### src/bmd_pkg.sv
// shared types and constants for the box minimum-distance core
// depends on nothing; every other file refers to it by scoped names
`timescale 1ns / 1ps

package bmd_pkg;

   localparam int COORD_BITS = 16;
   localparam int GAP_BITS   = 16;                 // magnitude of a positive gap
   localparam int PROD_BITS  = 2 * GAP_BITS;       // gap squared
   localparam int SUM_BITS   = 36;
   localparam int ROOT_BITS  = 26;
   localparam int FRAC_SHIFT = 16;                 // q8 root = sqrt(sum << 16)
   localparam int RAD_BITS   = SUM_BITS + FRAC_SHIFT;
   localparam int REM_BITS   = ROOT_BITS + 3;
   localparam int MUL_DIGITS = GAP_BITS / 2;       // radix-4 digits
   localparam int MUL_CNT_BITS  = $clog2(MUL_DIGITS);
   localparam int ROOT_CNT_BITS = $clog2(ROOT_BITS);

   localparam logic [SUM_BITS-1:0] SUM_MAX = {SUM_BITS{1'b1}};

   typedef struct packed {
      logic signed [COORD_BITS-1:0] box_a_low;
      logic signed [COORD_BITS-1:0] box_a_high;
      logic signed [COORD_BITS-1:0] box_b_low;
      logic signed [COORD_BITS-1:0] box_b_high;
      logic                         last_dim;
   } req_data_type;

   typedef struct packed {
      logic [SUM_BITS-1:0]  squared_distance;
      logic [ROOT_BITS-1:0] distance_q8;
      logic                 overlap;
   } rsp_data_type;

   // handshake between the sequencer and a serial unit
   typedef struct packed {
      logic busy;
      logic done;
   } unit_status_type;

endpackage

### src/box_min_distance_overlap_core.sv
// top level of the box minimum-distance / overlap core
// depends on bmd_pkg, bmd_mul, bmd_sqrt
//
//   channel   dir   handshake            payload
//   req_      in    req_valid/req_stall  bmd_pkg::req_data_type  (one dimension)
//   rsp_      out   rsp_valid/rsp_stall  bmd_pkg::rsp_data_type  (one per box pair)
//
// a request that is not the last dimension goes through capture and the
// 8 radix-4 steps of the serial squarer, then accumulate and ready again
// the last dimension then runs the bit-serial square root, one bit
// a cycle, and loads the response register
// reset (synchronous) clears the sequencer, the running sum and the apart flag
// the response sits in an output register; new requests are taken while it
// waits, and only a finished root that finds it still full holds the block
`timescale 1ns / 1ps

module box_min_distance_overlap_core (
   input  logic                   clock,
   input  logic                   reset,
   input  logic                   req_valid,
   output logic                   req_stall,
   input  bmd_pkg::req_data_type  req_data,
   output logic                   rsp_valid,
   input  logic                   rsp_stall,
   output bmd_pkg::rsp_data_type  rsp_data
);

   // sequencer states
   localparam logic [1:0] S_IDLE = 2'd0;   // waiting for a request
   localparam logic [1:0] S_MUL  = 2'd1;   // squaring the gap
   localparam logic [1:0] S_ROOT = 2'd2;   // taking the root of the finished sum
   localparam logic [1:0] S_HOLD = 2'd3;   // root done, output register still full

   logic [1:0]                         state_ff, state_in;
   logic [bmd_pkg::SUM_BITS-1:0]       sum_ff, sum_in;
   logic                               apart_ff, apart_in;
   logic                               pos_ff, pos_in;
   logic                               last_ff, last_in;
   logic [bmd_pkg::SUM_BITS-1:0]       res_sum_ff, res_sum_in;
   logic                               res_overlap_ff, res_overlap_in;
   logic                               rsp_valid_ff, rsp_valid_in;
   bmd_pkg::rsp_data_type              rsp_data_ff, rsp_data_in;

   logic                               req_take;
   logic                               out_free;
   logic signed [bmd_pkg::COORD_BITS-1:0] lo_max;
   logic signed [bmd_pkg::COORD_BITS-1:0] hi_min;
   logic signed [bmd_pkg::COORD_BITS:0]   gap;
   logic                               gap_pos;
   logic [bmd_pkg::SUM_BITS:0]         sum_wide;
   logic [bmd_pkg::SUM_BITS-1:0]       sum_next;
   logic                               apart_next;
   logic                               mul_start;
   logic                               root_start;
   bmd_pkg::unit_status_type           mul_status;
   bmd_pkg::unit_status_type           root_status;
   logic [bmd_pkg::PROD_BITS-1:0]      product;
   logic [bmd_pkg::ROOT_BITS-1:0]      root;

   assign req_take = req_valid && !req_stall;
   // output register can take a new response this cycle
   assign out_free = !rsp_valid_ff || !rsp_stall;

   // gap = max(lows) - min(highs), one bit wider so it never wraps
   assign lo_max  = (req_data.box_a_low > req_data.box_b_low) ?
                    req_data.box_a_low : req_data.box_b_low;
   assign hi_min  = (req_data.box_a_high < req_data.box_b_high) ?
                    req_data.box_a_high : req_data.box_b_high;
   assign gap     = {lo_max[bmd_pkg::COORD_BITS-1], lo_max}
                    - {hi_min[bmd_pkg::COORD_BITS-1], hi_min};
   assign gap_pos = !gap[bmd_pkg::COORD_BITS] && (gap != '0);

   // saturating accumulate of the finished square
   assign sum_wide = {1'b0, sum_ff}
                     + {{(bmd_pkg::SUM_BITS+1-bmd_pkg::PROD_BITS){1'b0}}, product};
   always_comb begin
      if (!pos_ff) begin
         sum_next = sum_ff;
      end else if (sum_wide[bmd_pkg::SUM_BITS]) begin
         sum_next = bmd_pkg::SUM_MAX;
      end else begin
         sum_next = sum_wide[bmd_pkg::SUM_BITS-1:0];
      end
   end
   assign apart_next = apart_ff || pos_ff;

   assign mul_start  = req_take;
   assign root_start = (state_ff == S_MUL) && mul_status.done && last_ff;

   always_comb begin
      state_in       = state_ff;
      sum_in         = sum_ff;
      apart_in       = apart_ff;
      pos_in         = pos_ff;
      last_in        = last_ff;
      res_sum_in     = res_sum_ff;
      res_overlap_in = res_overlap_ff;
      rsp_valid_in   = rsp_valid_ff && rsp_stall;
      rsp_data_in    = rsp_data_ff;
      case (state_ff)
         S_IDLE: begin
            if (req_take) begin
               pos_in   = gap_pos;
               last_in  = req_data.last_dim;
               state_in = S_MUL;
            end
         end
         S_MUL: begin
            if (mul_status.done) begin
               if (last_ff) begin
                  // hand the pair's totals to the root stage and start a new pair
                  res_sum_in     = sum_next;
                  res_overlap_in = !apart_next;
                  sum_in         = '0;
                  apart_in       = 1'b0;
                  state_in       = S_ROOT;
               end else begin
                  sum_in   = sum_next;
                  apart_in = apart_next;
                  state_in = S_IDLE;
               end
            end
         end
         S_ROOT, S_HOLD: begin
            if ((state_ff == S_HOLD) || root_status.done) begin
               if (out_free) begin
                  rsp_valid_in                 = 1'b1;
                  rsp_data_in.squared_distance = res_sum_ff;
                  rsp_data_in.distance_q8      = root;
                  rsp_data_in.overlap          = res_overlap_ff;
                  state_in                     = S_IDLE;
               end else begin
                  state_in = S_HOLD;
               end
            end
         end
         default: begin
            state_in = S_IDLE;
         end
      endcase
   end

   always_ff @(posedge clock) begin
      if (reset) begin
         state_ff     <= S_IDLE;
         sum_ff       <= '0;
         apart_ff     <= 1'b0;
         rsp_valid_ff <= 1'b0;
      end else begin
         state_ff     <= state_in;
         sum_ff       <= sum_in;
         apart_ff     <= apart_in;
         rsp_valid_ff <= rsp_valid_in;
      end
      pos_ff         <= pos_in;
      last_ff        <= last_in;
      res_sum_ff     <= res_sum_in;
      res_overlap_ff <= res_overlap_in;
      rsp_data_ff    <= rsp_data_in;
   end

   bmd_mul u_mul (
      .clock   (clock),
      .reset   (reset),
      .start   (mul_start),
      .gap     (gap[bmd_pkg::GAP_BITS-1:0]),
      .status  (mul_status),
      .product (product)
   );

   // radicand is the new sum shifted up by 16 for the q8 root
   bmd_sqrt u_sqrt (
      .clock    (clock),
      .reset    (reset),
      .start    (root_start),
      .radicand ({sum_next, {bmd_pkg::FRAC_SHIFT{1'b0}}}),
      .status   (root_status),
      .root     (root)
   );

   assign req_stall = (state_ff != S_IDLE);
   assign rsp_valid = rsp_valid_ff;
   assign rsp_data  = rsp_data_ff;

endmodule

### src/bmd_mul.sv
// radix-4 digit-serial squarer for one gap magnitude
// depends on bmd_pkg
`timescale 1ns / 1ps

module bmd_mul (
   input  logic                            clock,
   input  logic                            reset,
   input  logic                            start,
   input  logic [bmd_pkg::GAP_BITS-1:0]    gap,
   output bmd_pkg::unit_status_type        status,
   output logic [bmd_pkg::PROD_BITS-1:0]   product
);

   logic                                busy_ff, busy_in;
   logic                                done_ff, done_in;
   logic [bmd_pkg::MUL_CNT_BITS-1:0]    cnt_ff, cnt_in;
   logic [bmd_pkg::GAP_BITS-1:0]        mcand_ff, mcand_in;
   logic [bmd_pkg::GAP_BITS+1:0]        mcand3_ff, mcand3_in;
   logic [bmd_pkg::GAP_BITS-1:0]        mplier_ff, mplier_in;
   logic [bmd_pkg::PROD_BITS-1:0]       acc_ff, acc_in;
   logic [bmd_pkg::GAP_BITS+1:0]        part;

   // partial product for the top two multiplier bits
   always_comb begin
      case (mplier_ff[bmd_pkg::GAP_BITS-1 -: 2])
         2'd0:    part = '0;
         2'd1:    part = {2'b00, mcand_ff};
         2'd2:    part = {1'b0, mcand_ff, 1'b0};
         2'd3:    part = mcand3_ff;
         default: part = '0;
      endcase
   end

   always_comb begin
      busy_in   = busy_ff;
      done_in   = 1'b0;
      cnt_in    = cnt_ff;
      mcand_in  = mcand_ff;
      mcand3_in = mcand3_ff;
      mplier_in = mplier_ff;
      acc_in    = acc_ff;
      if (start) begin
         busy_in   = 1'b1;
         cnt_in    = '0;
         mcand_in  = gap;
         mcand3_in = {2'b00, gap} + {1'b0, gap, 1'b0};
         mplier_in = gap;
         acc_in    = '0;
      end else if (busy_ff) begin
         // msb-first: acc = 4*acc + digit*gap
         acc_in    = {acc_ff[bmd_pkg::PROD_BITS-3:0], 2'b00}
                     + {{(bmd_pkg::PROD_BITS-bmd_pkg::GAP_BITS-2){1'b0}}, part};
         mplier_in = {mplier_ff[bmd_pkg::GAP_BITS-3:0], 2'b00};
         cnt_in    = cnt_ff + 1'b1;
         if (cnt_ff == bmd_pkg::MUL_CNT_BITS'(bmd_pkg::MUL_DIGITS - 1)) begin
            busy_in = 1'b0;
            done_in = 1'b1;
         end
      end
   end

   always_ff @(posedge clock) begin
      if (reset) begin
         busy_ff <= 1'b0;
         done_ff <= 1'b0;
         cnt_ff  <= '0;
      end else begin
         busy_ff <= busy_in;
         done_ff <= done_in;
         cnt_ff  <= cnt_in;
      end
      mcand_ff  <= mcand_in;
      mcand3_ff <= mcand3_in;
      mplier_ff <= mplier_in;
      acc_ff    <= acc_in;
   end

   assign status.busy = busy_ff;
   assign status.done = done_ff;
   assign product     = acc_ff;

endmodule

### src/bmd_sqrt.sv
// bit-serial restoring square root, one root bit per cycle
// depends on bmd_pkg
`timescale 1ns / 1ps

module bmd_sqrt (
   input  logic                            clock,
   input  logic                            reset,
   input  logic                            start,
   input  logic [bmd_pkg::RAD_BITS-1:0]    radicand,
   output bmd_pkg::unit_status_type        status,
   output logic [bmd_pkg::ROOT_BITS-1:0]   root
);

   logic                                busy_ff, busy_in;
   logic                                done_ff, done_in;
   logic [bmd_pkg::ROOT_CNT_BITS-1:0]   cnt_ff, cnt_in;
   logic [bmd_pkg::RAD_BITS-1:0]        rad_ff, rad_in;
   logic [bmd_pkg::REM_BITS-1:0]        rem_ff, rem_in;
   logic [bmd_pkg::ROOT_BITS-1:0]       root_ff, root_in;
   logic [bmd_pkg::REM_BITS-1:0]        rem_sh;
   logic [bmd_pkg::REM_BITS-1:0]        trial;

   // remainder never exceeds 2*root, so its top two bits are free for the shift
   assign rem_sh = {rem_ff[bmd_pkg::REM_BITS-3:0], rad_ff[bmd_pkg::RAD_BITS-1 -: 2]};
   assign trial  = {1'b0, root_ff, 2'b01};

   always_comb begin
      busy_in = busy_ff;
      done_in = 1'b0;
      cnt_in  = cnt_ff;
      rad_in  = rad_ff;
      rem_in  = rem_ff;
      root_in = root_ff;
      if (start) begin
         busy_in = 1'b1;
         cnt_in  = '0;
         rad_in  = radicand;
         rem_in  = '0;
         root_in = '0;
      end else if (busy_ff) begin
         rad_in = {rad_ff[bmd_pkg::RAD_BITS-3:0], 2'b00};
         cnt_in = cnt_ff + 1'b1;
         if (rem_sh >= trial) begin
            rem_in  = rem_sh - trial;
            root_in = {root_ff[bmd_pkg::ROOT_BITS-2:0], 1'b1};
         end else begin
            rem_in  = rem_sh;
            root_in = {root_ff[bmd_pkg::ROOT_BITS-2:0], 1'b0};
         end
         if (cnt_ff == bmd_pkg::ROOT_CNT_BITS'(bmd_pkg::ROOT_BITS - 1)) begin
            busy_in = 1'b0;
            done_in = 1'b1;
         end
      end
   end

   always_ff @(posedge clock) begin
      if (reset) begin
         busy_ff <= 1'b0;
         done_ff <= 1'b0;
         cnt_ff  <= '0;
      end else begin
         busy_ff <= busy_in;
         done_ff <= done_in;
         cnt_ff  <= cnt_in;
      end
      rad_ff  <= rad_in;
      rem_ff  <= rem_in;
      root_ff <= root_in;
   end

   assign status.busy = busy_ff;
   assign status.done = done_ff;
   assign root        = root_ff;

endmodule

### config.mk
export PLATFORM = sky130hd
export DESIGN_NAME = box_min_distance_overlap_core
export DESIGN_NICKNAME = d
export VERILOG_FILES = /design/src/bmd_pkg.sv /design/src/box_min_distance_overlap_core.sv /design/src/bmd_mul.sv /design/src/bmd_sqrt.sv
export SDC_FILE = /design/constraint.sdc
export NUM_CORES = 1
export LEC_CHECK = 0
export ABC_AREA = 1
export BUFFER_PORTS_ARGS = -buffer_cell sky130_fd_sc_hd__buf_2
export CAP_MARGIN = 20
export CORE_ASPECT_RATIO = 1.75
export CORE_MARGIN = 5
export CORE_UTILIZATION = 55
export DETAILED_ROUTE_END_ITERATION = 10
export GPL_TIMING_DRIVEN = 1
export PLACE_DENSITY = 0.82
export SYNTH_ARGS = -nofsm -noshare
export SYNTH_HDL_FRONTEND = slang
export SYNTH_SLANG_ARGS = --single-unit
### constraint.sdc
create_clock -name clock -period 12 [get_ports clock]
set_input_delay 0.6 -clock clock [delete_from_list [all_inputs] [get_ports clock]]
set_output_delay 0.6 -clock clock [all_outputs]
set_load 0.01 [all_outputs]
==> results of run 1 <==
==> cell type report <==
type	count	area (µm²)	share of cell area
multi-input combinational	1952	10600	0.462
clock inverter	20	216	0.00944
clock buffer	36	805	0.0351
tap	480	601	0.0262
sequential	324	8360	0.365
inverter	406	1520	0.0665
timing repair buffer	150	825	0.0360
==> Yosys cell counts (9+ instances only) <==
cell      number  area (µm²)
or2_2         32         200
edfxtp_1     187        5620
xnor2_1       34         298
nand2_1      775        2910
xor2_1        37         324
a22oi_1       26         195
o21ai_0      110         551
nor2_1       188         706
nand4_1       39         244
o21ai_1       11        55.1
clkbuf_1      52         195
dfxtp_1      137        2740
inv_1        398        1490
nand3_2       16         160
a21oi_2       11        96.3
o211ai_1       9        67.6
nor3_1        31         155
nand2_2       15        93.8
nand3_1      192         961
a21oi_1      185         926
a21boi_1      12        90.1
ha_1         151        1890
==> worst register-to-register path, delay by kind of cell, from the launching register on <==
kind / cells / cell delay (ps)
compound gates: 3 / 980
fa+ha+maj: 1 / 380
buf+inv: 1 / 240
flops: 1 / 510
simple gates: 7 / 1250
==> through the flow <==
stage | hold WS [ps] | setup WS (ps) | power, W
floorplan | 400 | 7260 | 0.00290
global placement | 401 | 6020 | 0.00334
detailed placement | 405 | 5850 | 0.00339
CTS | 175 | 6450 | 0.00437
global route | 180 | 6220 | 0.00469
finish | 195 | 6790 | 0.00439
==> worst paths after layout <==
| check | endpoint | slack (ps) | from |
|---|---|---|---|
| min | last_ff | 190 | req_data[0] |
| min reg2reg | rsp_data[48] | 410 | res_sum_ff[21] |
| max | u_mul.mcand3_ff[16] | 6790 | req_data[30] |
| max reg2reg | u_sqrt.rad_ff[20] | 8370 | u_mul.product[25] |
==> power groups by stage <==
stage | clock [W] | combinational, W | sequential, W
after floorplan | 0 | 0.00147 | 0.00144
after global placement | 0 | 0.00187 | 0.00147
after detailed placement | 0 | 0.00192 | 0.00147
after CTS | 0.00100 | 0.00193 | 0.00145
after global routing | 0.00105 | 0.00219 | 0.00146
final | 0.000986 | 0.00195 | 0.00145
==> flip-flops by register name (all words and copies together), names as in the netlist, 5 cells and up <==
signal	count
u_sqrt.root	26
u_mul.mcand3_ff	18
u_sqrt.cnt_ff	5
rsp_data	63
u_mul.product	32
u_mul.mcand_ff	15
res_sum_ff	36
u_sqrt.rem_ff	27
u_mul.mplier_ff	16
u_sqrt.rad_ff	36
sum_ff	36
==> routing by layer <==
layer	vias up	routed length, µm	global-route usage
met3	216	2260	0.0239
met5	-	0	0
met1	8651	19800	0.262
met4	0	4570	0.190
met2	543	30500	0.521
li1	9260	-	-
==> cell families (layout without fill, tap and decap cells) <==
kind of cell,after synthesis,after routing,share of synthesized area
AO/OA/AOI/OAI,405,405,0.110
adder cells (fa/ha/maj),155,155,0.0948
flip-flops,324,324,0.402
buffers and inverters,475,612,0.0884
XOR/XNOR,71,71,0.0299
AND/OR/NAND/NOR,1321,1321,0.274
==> out/results.tsv, run 1 <==
stage	metric	value	unit
outcome	outcome	completed	
timing	layout_worst_path_cycle_share	0.434	
clock_tree	insertion_delay	580	ps
clock_tree	clk_pin_slew_worst_paths	70	ps
critical_path	crit_required	12350	ps
detailed_routing	drt_wl_total	57000	µm
cells_and_area	layout.cells.non_filler	3368	
pwr	leakage	11.1	nW
flow_run	drv_cap	0	
synthesis	ys_seq_elements	324	
synthesis	ys_seq_area_frac	0.402	
critical_path	slowest_stage	nand3_1	
cells_and_area	final_cell_mix	nand2_1, inv_1, nand3_1, nor2_1, edfxtp_1	
placed_design	dp_cells	3309	
timing	timing.final.max_slew_violations	0	
cells_and_area	nets	3088	
synthesis	synth_edf_count	187	
critical_path	ff2ff_path_depth	12	
grt	grt_max_degree	64	
synthesis	synthArstFlopShare	0	
critical_path	worst-path-stages	26	
detailed_routing	routed-via-count	18700	
synthesis	synthCells	2751	
critical_path	setup.worst_path.end_class	flop	
hold_path	worstHoldPathType	input port to flop	
floorplan	initial_core_util	0.554	
detailed_routing	drt_iter0_markers	916	
critical_path	path_buf_inv	5	
clock_tree	cts_hold_buf	0	
pwr	power.density	191	mW/mm²
critical_path	crit_type	input port to flop	
synthesis	ys_types	53	
clock_tree	tritoncts	done	
timing	finalCriticalPeriod	5210	ps
timing	slew_headroom	0.323	
placed_design	place.gp.congestion	0.979	
cells_and_area	final_util	0.611	
pwr	p_sw_frac	0.411	
critical_path	crit_arrival	5560	ps
detailed_routing	drc	0	
cells_and_area	fillers	3373	
placed_design	hpwl	45200	µm
cells_and_area	final_common_cell	nand2_1	
placed_design	port_buffers	133	
hold_path	whs_path_depth	1	
placed_design	place_area	0.0219	mm²
critical_path	critPathMostFrequentCell	nand2_1	
clock_tree	cts_sinks	324	
synthesis	syn_avg_cell_area	7.55	µm²
pwr	pwr-share-clk	0.225	
critical_path	cpPeakStageDelay	500	ps
pwr	internal_power	0.00258	W
detailed_routing	final_antenna_net_count	0	
critical_path	cp_max_fo	17	
timing	finalHoldViolCount	0	
clock_tree	cts_buffers	30	
clock_tree	post_cts_buffers	0	
synthesis	synth_nets	2975	
detailed_routing	wire_per_inst	16.9	µm
timing	fmax	0.192	GHz
synthesis	synth-main-ff-cell	edfxtp_1	
timing	tightest_slew	1010	ps
clock_tree	cts_max_path_buffers	3	
cells_and_area	n_antenna_cell	0	
clock_tree	cts.htree.levels	1	
synthesis	synth_warnings	0	
detailed_routing	viasPerCell	5.54	
pwr	comb_power_share	0.445	
grt	grt_pass1_wl	91300	µm
floorplan	die_w	157	µm
pwr	peakVddDrop	0.000133	V
pwr	power.switching	0.00180	W
floorplan	ios	134	
floorplan	die_h	267	µm
clock_tree	post_cts_resized	0	
floorplan	row_count	94	
pwr	power_frac_seq	0.330	
cells_and_area	drive_above_1_share	0.105	
critical_path	critical_path.startpoint_type	input port	
grt	antenna_found_initial	0	
critical_path	crit_family	compound AO/OA/AOI/OAI gates	
timing	setup_viol	0	
cells_and_area	synthToLayoutAreaGrowth	10.4	%
grt	grt_pass1_vias	19000	
cells_and_area	design_area	0.0229	mm²
floorplan	die_area	0.0419	mm²
timing	skew	35.9	ps
timing	rsz0062_at_grt	false	
clock_tree	root_buffer	clkbuf_16	
floorplan	coreArea	0.0375	mm²
synthesis	syn-cell-area	0.0208	mm²
grt	grtUsageTotal	0.270	
grt	overflow	0	
detailed_routing	first_pass_iters	5	
timing	setup_tns	0	ps
No activity file was read; power rests on OpenSTA's default activity.
==> run 2: changes to the inputs <==
ABC_AREA = 0   (was 1)
PLACE_DENSITY = 0.86   (was 0.82)
clock period = 4.5 ns   (was 12 ns; I/O delays follow)
==> run 2 against run 1 <==
Compared with the run above:
- the flow now finishes with violations (setup timing)
- sequential power rose to 2.6 times the previous value
- worst setup slack worse by 7600 ps
- global-route usage shrank 1.4 points
- flip-flop and latch count unchanged
- hold slack worse by 170 ps
- design area shrank 0.26%
- core utilization increased by 5.3 points
- critical endpoint unchanged
- largest cell class unchanged
==> out/results.tsv, run 2 <==
stage	metric	value	unit
outcome	outcome	complete, but fails checks	
outcome	violations	setup timing	
critical_path	crit_required	4810	ps
critical_path	ff2ff_setup_slack	580	ps
timing	finalCriticalPeriod	5350	ps
timing	tightest_slew	1020	ps
grt	overflow	0	
floorplan	ios	134	
cells_and_area	final_cell_mix	edfxtp_1, buf_4, nor2_1, a21oi_1, nand2_1	
synthesis	yosysMostFrequentCell	edfxtp_1	
critical_path	path_buf_inv	3	
cells_and_area	largest_reg_flops	63	
timing	timing.final.max_slew_violations	0	
synthesis	ys_seq_elements	324	
clock_tree	cts_sinks	324	
placed_design	dp_cells	2605	
synthesis	synth_edf_count	187	
cells_and_area	design_area	0.0229	mm²
cells_and_area	fillers	2507	
critical_path	crit_arrival	5660	ps
synthesis	synth-main-ff-cell	edfxtp_1	
grt	grt_pass1_wl	81000	µm
placed_design	port_buffers	133	
floorplan	row_count	90	
cells_and_area	nets	2431	
timing	setup_slack	-851	ps
floorplan	initial_core_util	0.555	
critical_path	slowest_stage	o41a_1	
pwr	power.density	486	mW/mm²
cells_and_area	final_common_cell	edfxtp_1	
grt	antenna_found_initial	0	
placed_design	place.gp.congestion	0.971	
clock_tree	cts_max_path_buffers	3	
grt	grt_max_degree	79	
critical_path	cp_max_fo	7	
detailed_routing	viasPerCell	6.00	
detailed_routing	wire_per_inst	19.1	µm
grt	grt_pass1_vias	16600	
synthesis	synthCells	1939	
detailed_routing	drt_wl_total	51300	µm
placed_design	hpwl	36400	µm
grt	grtUsageTotal	0.256	
floorplan	die_w	151	µm
timing	setup_viol	11	
timing	setup_tns	-6030	ps
synthesis	ys_top_cells_by_area	edfxtp_1, dfxtp_1, ha_1, a21oi_1, mux2i_1	
detailed_routing	final_antenna_net_count	0	
floorplan	die_h	257	µm
synthesis	synth_top_cell_by_area	edfxtp_1	
cells_and_area	drive_above_1_share	0.231	
cells_and_area	n_antenna_cell	0	
synthesis	synth_warnings	0	
synthesis	syn_avg_cell_area	9.86	µm²
clock_tree	clk_pin_slew_worst_paths	70	ps
cells_and_area	layout.cells.non_filler	2689	
floorplan	coreArea	0.0345	mm²
clock_tree	tritoncts	done	
critical_path	crit_type	input port to flop	
critical_path	crit_family	compound AO/OA/AOI/OAI gates	
synthesis	synth_nets	2163	
timing	slew_headroom	0.316	
clock_tree	insertion_delay	560	ps
clock_tree	cts.htree.levels	1	
pwr	leakage	9.54	nW
placed_design	place_ws	-1210	ps
synthesis	ys_types	89	
critical_path	critical_path.startpoint_type	input port	
synthesis	ys_top_cells_by_count	edfxtp_1, a21oi_1, nor2_1	
critical_path	setup.worst_path.end_class	flop	
synthesis	ys_seq_area_frac	0.437	
cells_and_area	synthToLayoutAreaGrowth	19.6	%
cells_and_area	seq_area	0.00836	mm²
timing	fmax	0.187	GHz
timing	skew	17.4	ps
timing	finalHoldViolCount	0	
detailed_routing	drt_iter0_markers	966	
flow_run	drv_cap	0	
synthesis	synthArstFlopShare	0	
detailed_routing	first_pass_iters	5	
hold_path	worstHoldPathType	input port to flop	
clock_tree	cts_buffers	28	
synthesis	synth_top_area_share	0.294	
cells_and_area	multi_input_area	0.0104	mm²
critical_path	cpPeakStageDelay	510	ps
timing	rsz0062_at_grt	true	
clock_tree	root_buffer	clkbuf_16	
placed_design	place_area	0.0214	mm²
detailed_routing	routed-via-count	16100	
floorplan	die_area	0.0387	mm²
synthesis	syn-cell-area	0.0191	mm²
timing	layout_worst_path_cycle_share	1.19	
detailed_routing	drc	0	
pwr	peakVddDrop	0.000280	V
critical_path	critPathMostFrequentCell	o21a_1	
## run 2: where the power goes
part           total, W  switching [W]  internal [W]
Sequential      0.00372       0.000199       0.00352
Clock           0.00254        0.00112       0.00142
Combinational   0.00484        0.00253       0.00231
## run 2: layout make-up
type                    instances  share of cell area
flip-flops and latches        324               0.366
clock inverters                19             0.00908
repair buffers                315              0.0904
multi-input cells            1413               0.455
clock buffers                  33              0.0338
well taps                     460              0.0252
inverters                     125              0.0211
## run 2: what timing repair did
item / in CTS / in global routing
hold endpoints to repair: 2 / 0
cloned: 0 / 0
hold buffers: 2 / 0
pin swaps: 20 / 10
endpoints found under the setup margin: 9 / 13
buffers inserted: 18 / 11
gates resized for setup: 33 / 13
## run 2: final timing paths
check                      startpoint                  end  cells past startpoint
setup / recovery         req_data[50]  u_mul.mcand3_ff[16]                     26
hold / removal              rsp_stall            rsp_valid                      3
setup reg to reg  u_mul.mplier_ff[14]    u_mul.product[31]                     12
hold reg to reg        res_sum_ff[22]         rsp_data[49]                      0
## run 2: cell families (layout without fill, tap and decap cells)
family	Yosys count	in the layout	share of synthesized area
muxes	126	126	0.0698
xor gates and xnor gates	98	98	0.0449
AOI/OAI and AO/OA	548	548	0.187
buffers and inverters	202	492	0.0414
adders and majority gates	155	155	0.103
and+or+nand+nor	486	486	0.116
DFF	324	324	0.437
## run 2: through the flow
step / utilization / power [W] / hold slack, ps
2_1_floorplan: - / 0.00653 / 324
5_1_grt: 0.664 / 0.0117 / 34.9
3_3_place_gp: 0.621 / 0.00761 / 401
4_1_cts: 0.659 / 0.0107 / 2.11
6_report: 0.664 / 0.0111 / 27.0
3_5_place_dp: 0.621 / 0.00784 / 405
## run 2: worst reg2reg max path, stage by stage (launching register included)
cell and delay [ps]:
edfxtp_1 760, buf_4 280, mux2_2 340, a22o_1 180, ha_1 350, nand3_1 150
nor2_1 240, o211ai_1 150, nor3_1 280, o22ai_1 320, nor4b_1 480, xnor2_1 170
a21oi_1 80
## run 2: per-layer routing
layer	part of all wire	GRT usage	vias to the layer above	wire length, µm
li1	-	-	7591	-
met1	0.34	0.249	7678	17400
met2	0.54	0.494	645	27800
met3	0.049	0.0316	227	2510
met4	0.070	0.154	0	3580
met5	0	0	-	0
